$ cat config.mk
export PLATFORM = sky130hd
export DESIGN_NAME = slot_allocator_free_hint
export DESIGN_NICKNAME = d
export VERILOG_FILES = /design/src/rtl/core/safh_pkg.sv /design/src/rtl/core/safh_ram.sv /design/src/rtl/core/safh_ptr.sv /design/src/rtl/core/slot_allocator_free_hint.sv
export VERILOG_INCLUDE_DIRS = /design/src /design/src/rtl/core
export SDC_FILE = /design/constraint.sdc
export NUM_CORES = 1
export LEC_CHECK = 0
export ABC_AREA = 1
export BUFFER_PORTS_ARGS = -buffer_cell sky130_fd_sc_hd__buf_2
export CAP_MARGIN = 10
export CORE_MARGIN = 5
export CORE_UTILIZATION = 58
export CTS_CLUSTER_DIAMETER = 120
export DETAILED_ROUTE_END_ITERATION = 10
export GPL_ROUTABILITY_DRIVEN = 0
export PLACE_DENSITY = 0.85
export SYNTH_ARGS = -nofsm -noshare
export SYNTH_HDL_FRONTEND = slang
export SYNTH_SLANG_ARGS = --single-unit
$ cat constraint.sdc
create_clock -name i_clk -period 12.77 [get_ports i_clk]
set_clock_uncertainty 0.2 [all_clocks]
set_input_delay 2.554 -clock i_clk [delete_from_list [all_inputs] [get_ports i_clk]]
set_output_delay 2.554 -clock i_clk [all_outputs]
set_load 0.02 [all_outputs]
$ cat src/rtl/core/slot_allocator_free_hint_macros.svh
// assertion macros for the slot allocator with lowest-free hint
// no dependencies; included by the modules that carry assertions
`ifndef SLOT_ALLOCATOR_FREE_HINT_MACROS_SVH
`define SLOT_ALLOCATOR_FREE_HINT_MACROS_SVH
`ifndef SYNTHESIS
// same-cycle implication, disabled while reset is asserted
`define SAFH_ASSERT(label, clk, rst_n, ante, cons) \
    label: assert property (@(posedge clk) disable iff (!(rst_n)) (ante) |-> (cons)) \
        else $error("safh assertion failed");
// next-cycle implication, disabled while reset is asserted
`define SAFH_ASSERT_NEXT(label, clk, rst_n, ante, cons) \
    label: assert property (@(posedge clk) disable iff (!(rst_n)) (ante) |=> (cons)) \
        else $error("safh assertion failed");
`else
`define SAFH_ASSERT(label, clk, rst_n, ante, cons)
`define SAFH_ASSERT_NEXT(label, clk, rst_n, ante, cons)
`endif
`endif

$ cat src/rtl/core/safh_pkg.sv
// shared types and codes for the slot allocator with lowest-free hint
// no dependencies
package safh_pkg;

    typedef logic [1:0] t_action;
    typedef logic [1:0] t_status;

    localparam t_action ACT_ALLOC = 2'd0;
    localparam t_action ACT_FREE  = 2'd1;
    localparam t_action ACT_QUERY = 2'd2;
    localparam t_action ACT_CLEAR = 2'd3;

    localparam t_status ST_OK      = 2'd0;
    localparam t_status ST_FULL    = 2'd1;
    localparam t_status ST_BADSLOT = 2'd2;

    // pointer unit control from the sequencer; load wins over inc
    typedef struct packed {
        logic load;
        logic inc;
    } t_ptr_ctl;

endpackage

$ cat src/rtl/core/safh_ram.sv
// generic single-write, single-read ram with registered read data
// no dependencies
module safh_ram #(
    parameter int WIDTH = 1,
    parameter int DEPTH = 256
) (
    input  logic                     i_clk,
    input  logic                     i_we,
    input  logic [$clog2(DEPTH)-1:0] i_waddr,
    input  logic [WIDTH-1:0]         i_wdata,
    input  logic [$clog2(DEPTH)-1:0] i_raddr,
    output logic [WIDTH-1:0]         o_rdata
);

    logic [WIDTH-1:0] r_mem [DEPTH];
    logic [WIDTH-1:0] r_rdata;

    always_ff @(posedge i_clk) begin
        if (i_we) begin
            r_mem[i_waddr] <= i_wdata;
        end
        r_rdata <= r_mem[i_raddr];
    end

    assign o_rdata = r_rdata;

endmodule

$ cat src/rtl/core/safh_ptr.sv
// shared scan pointer: register, incrementer and bound compare
// depends on safh_pkg
module safh_ptr #(
    parameter int PW = 9
) (
    input  logic              i_clk,
    input  logic              i_rst_n,
    input  safh_pkg::t_ptr_ctl i_ctl,
    input  logic [PW-1:0]     i_load_val,
    input  logic [PW-1:0]     i_limit,
    output logic [PW-1:0]     o_ptr,
    output logic              o_at_limit
);
    import safh_pkg::*;

    logic [PW-1:0] r_ptr;
    logic [PW-1:0] n_ptr;

    always_comb begin
        n_ptr = r_ptr;
        if (i_ctl.load) begin
            n_ptr = i_load_val;
        end else if (i_ctl.inc) begin
            n_ptr = r_ptr + PW'(1);
        end
    end

    always_ff @(posedge i_clk) begin
        if (!i_rst_n) begin
            r_ptr <= '0;
        end else begin
            r_ptr <= n_ptr;
        end
    end

    assign o_ptr      = r_ptr;
    assign o_at_limit = (r_ptr >= i_limit);

endmodule

$ cat src/rtl/core/slot_allocator_free_hint.sv
// top level of the slot allocator with lowest-free hint: sequencer and state
// depends on safh_pkg, safh_ram, safh_ptr and slot_allocator_free_hint_macros.svh
//
// channel  | direction | handshake           | payload
// ---------+-----------+---------------------+---------------------------------------
// command  | in        | start & !busy       | i_action, i_slot_index
// result   | out       | o_done (one cycle)  | o_status, o_granted_slot, o_slots_created
//
// clear, and free or query on an out-of-range handle, finish straight from idle;
//   other frees and queries pass through lookup and check
// allocate scans created slots from the hint: on no free slot it creates one or
//   reports full; on a free slot it takes it and moves the hint past busy slots;
//   each step is one address / registered-read pass through the busy-bit ram
// result strobes the cycle after the item ends; busy is low in that cycle
// i_rst_n is synchronous; the busy-bit ram is not cleared, entries at or above
//   the high-water count are never read before they are written
// the receiver cannot stall; each result is shown for exactly one cycle
`include "slot_allocator_free_hint_macros.svh"

module slot_allocator_free_hint #(
    parameter int SLOTS = 256
) (
    input  logic               i_clk,
    input  logic               i_rst_n,
    input  logic               start,
    output logic               busy,
    input  safh_pkg::t_action  i_action,
    input  logic [7:0]         i_slot_index,
    output logic               o_done,
    output safh_pkg::t_status  o_status,
    output logic [7:0]         o_granted_slot,
    output logic [8:0]         o_slots_created
);
    import safh_pkg::*;

    // widths: ram address, count (holds SLOTS itself), handle compare
    localparam int AW  = $clog2(SLOTS);
    localparam int HWW = $clog2(SLOTS + 1);
    localparam int CW  = (HWW > 8) ? HWW : 8;

    localparam logic [2:0] S_IDLE     = 3'd0;
    localparam logic [2:0] S_SCAN     = 3'd1;  // address a candidate or fall to create
    localparam logic [2:0] S_SCAN_CHK = 3'd2;  // candidate busy bit back from ram
    localparam logic [2:0] S_SKIP     = 3'd3;  // move hint past busy slots
    localparam logic [2:0] S_SKIP_CHK = 3'd4;
    localparam logic [2:0] S_LOOKUP   = 3'd5;  // free/query: address the handle
    localparam logic [2:0] S_CHECK    = 3'd6;  // free/query: busy bit back from ram

    logic [2:0]     r_state, n_state;
    logic [HWW-1:0] r_hw, n_hw;
    logic [HWW-1:0] r_hint, n_hint;
    t_action        r_act, n_act;
    logic           r_done, n_done;
    t_status        r_status, n_status;
    logic [7:0]     r_grant, n_grant;

    // pointer unit interface
    t_ptr_ctl       ptr_ctl;
    logic [HWW-1:0] ptr_load;
    logic [HWW-1:0] ptr;
    logic           ptr_at_hw;

    // busy-bit ram interface
    logic           ram_we;
    logic [AW-1:0]  ram_waddr;
    logic           ram_wdata;
    logic           ram_rdata;

    logic           accept;
    logic           idx_out;

    assign accept  = start && !busy;
    // handle at or above the high-water mark names no created slot
    assign idx_out = (CW'(i_slot_index) >= CW'(r_hw));

    safh_ptr #(
        .PW (HWW)
    ) u_ptr (
        .i_clk      (i_clk),
        .i_rst_n    (i_rst_n),
        .i_ctl      (ptr_ctl),
        .i_load_val (ptr_load),
        .i_limit    (r_hw),
        .o_ptr      (ptr),
        .o_at_limit (ptr_at_hw)
    );

    // the read address always follows the scan pointer
    safh_ram #(
        .WIDTH (1),
        .DEPTH (SLOTS)
    ) u_busy_ram (
        .i_clk   (i_clk),
        .i_we    (ram_we),
        .i_waddr (ram_waddr),
        .i_wdata (ram_wdata),
        .i_raddr (ptr[AW-1:0]),
        .o_rdata (ram_rdata)
    );

    always_comb begin
        n_state   = r_state;
        n_hw      = r_hw;
        n_hint    = r_hint;
        n_act     = r_act;
        n_done    = 1'b0;
        n_status  = r_status;
        n_grant   = r_grant;
        ptr_ctl   = '0;
        ptr_load  = r_hint;
        ram_we    = 1'b0;
        ram_waddr = ptr[AW-1:0];
        ram_wdata = 1'b1;

        unique case (r_state)
            S_IDLE: begin
                if (accept) begin
                    n_act = i_action;
                    unique case (i_action)
                        ACT_ALLOC: begin
                            // start the scan at the hint
                            ptr_ctl.load = 1'b1;
                            ptr_load     = r_hint;
                            n_state      = S_SCAN;
                        end
                        ACT_FREE, ACT_QUERY: begin
                            n_grant = i_slot_index;
                            if (idx_out) begin
                                n_status = ST_BADSLOT;
                                n_done   = 1'b1;
                            end else begin
                                ptr_ctl.load = 1'b1;
                                ptr_load     = HWW'(i_slot_index);
                                n_state      = S_LOOKUP;
                            end
                        end
                        default: begin
                            // clear all: the high-water mark hides every busy bit
                            n_hw     = '0;
                            n_hint   = '0;
                            n_grant  = i_slot_index;
                            n_status = ST_OK;
                            n_done   = 1'b1;
                        end
                    endcase
                end
            end

            S_SCAN: begin
                if (ptr_at_hw) begin
                    // no free created slot: create one or report full
                    n_state = S_IDLE;
                    n_done  = 1'b1;
                    if (r_hw == HWW'(SLOTS)) begin
                        n_hint   = r_hw;
                        n_status = ST_FULL;
                        n_grant  = '0;
                    end else begin
                        ram_we    = 1'b1;
                        ram_waddr = r_hw[AW-1:0];
                        ram_wdata = 1'b1;
                        n_grant   = 8'(r_hw);
                        n_hw      = r_hw + HWW'(1);
                        n_hint    = r_hw + HWW'(1);
                        n_status  = ST_OK;
                    end
                end else begin
                    n_state = S_SCAN_CHK;
                end
            end

            S_SCAN_CHK: begin
                ptr_ctl.inc = 1'b1;
                if (!ram_rdata) begin
                    // free slot found: take it, then advance the hint
                    ram_we    = 1'b1;
                    ram_wdata = 1'b1;
                    n_grant   = 8'(ptr);
                    n_state   = S_SKIP;
                end else begin
                    n_state = S_SCAN;
                end
            end

            S_SKIP: begin
                if (ptr_at_hw) begin
                    n_hint   = ptr;
                    n_status = ST_OK;
                    n_done   = 1'b1;
                    n_state  = S_IDLE;
                end else begin
                    n_state = S_SKIP_CHK;
                end
            end

            S_SKIP_CHK: begin
                if (ram_rdata) begin
                    ptr_ctl.inc = 1'b1;
                    n_state     = S_SKIP;
                end else begin
                    n_hint   = ptr;
                    n_status = ST_OK;
                    n_done   = 1'b1;
                    n_state  = S_IDLE;
                end
            end

            S_LOOKUP: begin
                n_state = S_CHECK;
            end

            S_CHECK: begin
                n_state = S_IDLE;
                n_done  = 1'b1;
                if (!ram_rdata) begin
                    n_status = ST_BADSLOT;
                end else begin
                    n_status = ST_OK;
                    if (r_act == ACT_FREE) begin
                        ram_we    = 1'b1;
                        ram_wdata = 1'b0;
                        if (ptr < r_hint) begin
                            n_hint = ptr;
                        end
                    end
                end
            end

            default: begin
                n_state = S_IDLE;
            end
        endcase
    end

    always_ff @(posedge i_clk) begin
        if (!i_rst_n) begin
            r_state <= S_IDLE;
            r_hw    <= '0;
            r_hint  <= '0;
            r_done  <= 1'b0;
        end else begin
            r_state <= n_state;
            r_hw    <= n_hw;
            r_hint  <= n_hint;
            r_done  <= n_done;
        end
    end

    // payload registers
    always_ff @(posedge i_clk) begin
        r_act    <= n_act;
        r_status <= n_status;
        r_grant  <= n_grant;
    end

    assign busy            = (r_state != S_IDLE);
    assign o_done          = r_done;
    assign o_status        = r_status;
    assign o_granted_slot  = r_grant;
    assign o_slots_created = 9'(r_hw);

    // a result closes its item, so the sequencer is back in idle
    `SAFH_ASSERT(a_done_idle, i_clk, i_rst_n, o_done, !busy)
    // the hint never passes the high-water mark
    `SAFH_ASSERT(a_hint_le_hw, i_clk, i_rst_n, 1'b1, r_hint <= r_hw)
    // full is only reported once every slot has been created
    `SAFH_ASSERT(a_full_at_cap, i_clk, i_rst_n, o_done && (o_status == ST_FULL),
        r_hw == HWW'(SLOTS))
    // the sequencer leaves idle only on an accepted item
    `SAFH_ASSERT(a_busy_by_start, i_clk, i_rst_n, $rose(busy), $past(start))

endmodule

==> results.ini <==
[synth]
synth_cells=1796
synthFlopType=edfxtp_1
avgSynthCellArea_um2=8.820
ys_types=45
yosysSeqAreaShare=0.5485
synth_top_family_by_area=simple AND/OR/NAND/NOR gates
synth_area_leaders=edfxtp_1 51%, nor2_1 9.6%, nand2_1 9.0%, nand3_1 4.7%, dfxtp_1 4.0%
synth_area_mm2=0.01584
yosysTopAreaCell=edfxtp_1
synth_xor_area_frac=0.003870
synth_compound_area_frac=0.05647
synth.net_count=1842
yosys.area_share.simple=0.2955
synth-edff-count=268
muxShareOfSynthArea=0
ys_seq_elements=300
async_flop_share=0
yosys_warnings=0
netlist.area_leader.share=0.5080
synth_adder_area_share=0.02606

[drt]
drt_iter0_drc=1725
route.detailed.drc=0
vias_per_cell=5.953
wl_um=40980
wl_per_cell_um=19.17
first_pass_iters=6
via_count=12730
antenna_left=0

[clock_network]
clk_pin_slew_ns=0.06
clock_latency_ns=0.51
cts_resized=0
clockBufferDepth=3
clock_sinks=300
tritoncts=built
root_buffer=clkbuf_16
postCtsSetupBuffers=0
cts_buffers=34
hold_buffers=0
cts-htree-levels=2

[hold_path]
hp-class=register to register
hold_start=o_slots_created[4]$_SDFFE_PN0P_
min_to=o_slots_created[4]$_SDFFE_PN0P_
holdPathStages=2

[setup_path]
path_max_fanout=67
crit_path_end_kind=register
required_ns=12.78
criticalPathCategory=register to register
crit_buf_inv=2
max_stage_delay_ns=0.91
reg2reg_from=u_ptr.o_ptr[0]$_SDFFE_PN0P_
cpMaxStageDelayCell=clkinv_2
rrSetupSlack_ns=7.49
cp_data_arrival_time_ns=5.29
timing.rr.end=u_busy_ram.r_mem[124]$_DFFE_PP_
crit_chain=clkinv_2 > ha_1 > nand2_1 > nor2_1 > nand3_1 > nand4_1 > nand2_2 > nand2_1 > nand2_2 > nand2_1 > inv_2 > nand2_2 > nor2_1
worstRegToRegCells=13
critPathTopFamily=simple AND/OR/NAND/NOR gates
start_kind=register

[global_route]
gr-usage-all-layers=0.2613
grt_max_degree=163
grt_pass1_wl_um=63860
grt_overflow=0
grt_pass1_vias=12390
antenna_found_initial=0

[floorplan]
initial_core_util=0.5878
die_x_um=175.3
rows=60
boundaryPins=34
die_height_um=175.3
dieArea_mm2=0.03072
core_mm2=0.02695

[timing]
worstMarginPinSlew_ns=1.104
fin_crit_sh=0.4134
setup_violations=0
fin_tns_setup_ns=0
worst_slack_ns=7.491
rsz0062_at_grt=false
drv_slew=0
max_slew_margin=0.2583
max_freq_mhz=189.4
finalHoldViolCount=0
min_period_ns=5.279

[placed_design]
dp.cells=2081
hpwl_um=24010
port_buffers=33
place_worst_setup_slack_ns=7.589

[finish]
nets=1822
drive_above_1_share=0.1157
stdcell_count=2138
syn_to_final_growth_pct=7.638
diodes=0

[pwr]
cellPowerDensity_mw_per_mm2=218.0
cellLeakagePower_nw=7.124
ir_drop_mv=0.1284

[job]
maxCapViolations=0

[outcome]
run_status=finished, final reports clean

-- tightest hold or removal path: stages, from the launching register on --
cell	delay [ns]
dfxtp_1	0.36
nor2_1	0.11
nor2_1	0.05
-- placed cells by master, fill, tap and decap left out, drive strengths merged, types with 7 or more instances in the layout --
cell type  count
inv          142
clkbuf        42
nand2        426
edfxtp       268
clkinv        13
ha            33
a21oi         45
dfxtp         32
nor2         444
nand4         20
o21ai         80
nand3        151
nor3          14
o211ai         7
buf           43
-- final cells by class --
cell class	instances	area, um^2
Sequential cell	300	8693
Fill cell	2082	9899
Clock inverter	15	210.2
Timing Repair Buffer	43	240.2
Clock buffer	42	880.8
Tap cell	341	426.7
Multi-Input combinational cell	1252	6050
Inverter	145	550.5
-- flip-flops by register name (all words and copies together), names as in the netlist --
name	cells
r_hint	9
o_slots_created	9
u_ptr.o_ptr	9
o_done	1
r_state	3
o_granted_slot	8
r_act	2
o_status	2
u_busy_ram.o_rdata	1
u_busy_ram.r_mem	256
-- cells by family (layout without fill, tap and decap cells) --
group | Yosys count | in the layout
flops | 300 | 300
fa+ha+maj | 33 | 33
buf+inv | 244 | 245
compound gates | 148 | 148
simple gates | 1064 | 1064
xor+xnor | 7 | 7
-- per-stage QoR --
stage	util	hold slack [ns]	instance area (um^2)	total power [mW]
floorplan	-	0.3120	15840	2.343
global placement	0.5922	0.3394	15960	2.663
detailed placement	0.5922	0.3436	15960	2.707
CTS	0.6327	0.3518	17050	3.686
global route	0.6327	0.4008	17050	3.913
finish	0.6327	0.3569	17050	3.716
-- synth_stat cells (7+ instances only) --
master and number:
nor2_2 33, nand3_1 149, buf_2 26, nand2_2 21, clkbuf_1 41, nand4_1 19, nand2_1 380, nor2_4 7
ha_1 33, nand2_4 25, nor2_1 404, inv_1 131, o21ai_0 78, nor3_1 13, dfxtp_1 32, o211ai_1 7
edfxtp_1 268, a21oi_1 38, buf_6 16, inv_2 12, buf_1 10
-- layer usage --
| metal | vias up | wire [um] | global-route usage |
|---|---|---|---|
| met5 | - | 0 | 0 |
| met4 | 0 | 2090 | 0.1352 |
| met3 | 184 | 4254 | 0.05596 |
| met2 | 778 | 19800 | 0.4372 |
| met1 | 5929 | 14830 | 0.3206 |
| li1 | 5836 | - | - |
-- worst max path at each step --
stage | from | endpoint | slack [ns] | cells past startpoint
4_1_cts | u_ptr.o_ptr[0]$_SDFFE_PN0P_ | u_busy_ram.r_mem[124]$_DFFE_PP_ | 7.64 | 13
3_5_place_dp | i_slot_index[2] | u_ptr.o_ptr[8]$_SDFFE_PN0P_ | 7.59 | 12
3_3_place_gp | i_slot_index[4] | u_ptr.o_ptr[0]$_SDFFE_PN0P_ | 7.73 | 11
2_1_floorplan | r_state[0]$_SDFFE_PN0P_ | u_busy_ram.r_mem[0]$_DFFE_PP_ | 8.32 | 4
6_report | u_ptr.o_ptr[0]$_SDFFE_PN0P_ | u_busy_ram.r_mem[124]$_DFFE_PP_ | 7.49 | 13
5_1_grt | u_ptr.o_ptr[0]$_SDFFE_PN0P_ | u_busy_ram.r_mem[74]$_DFFE_PP_ | 7.18 | 12
-- report_power, final --
group | switching, mW | internal, mW
registers | 0.106 | 1.13
clock network | 0.382 | 0.590
logic | 1.09 | 0.420
Note: power is estimated with default switching activity, not from simulation.
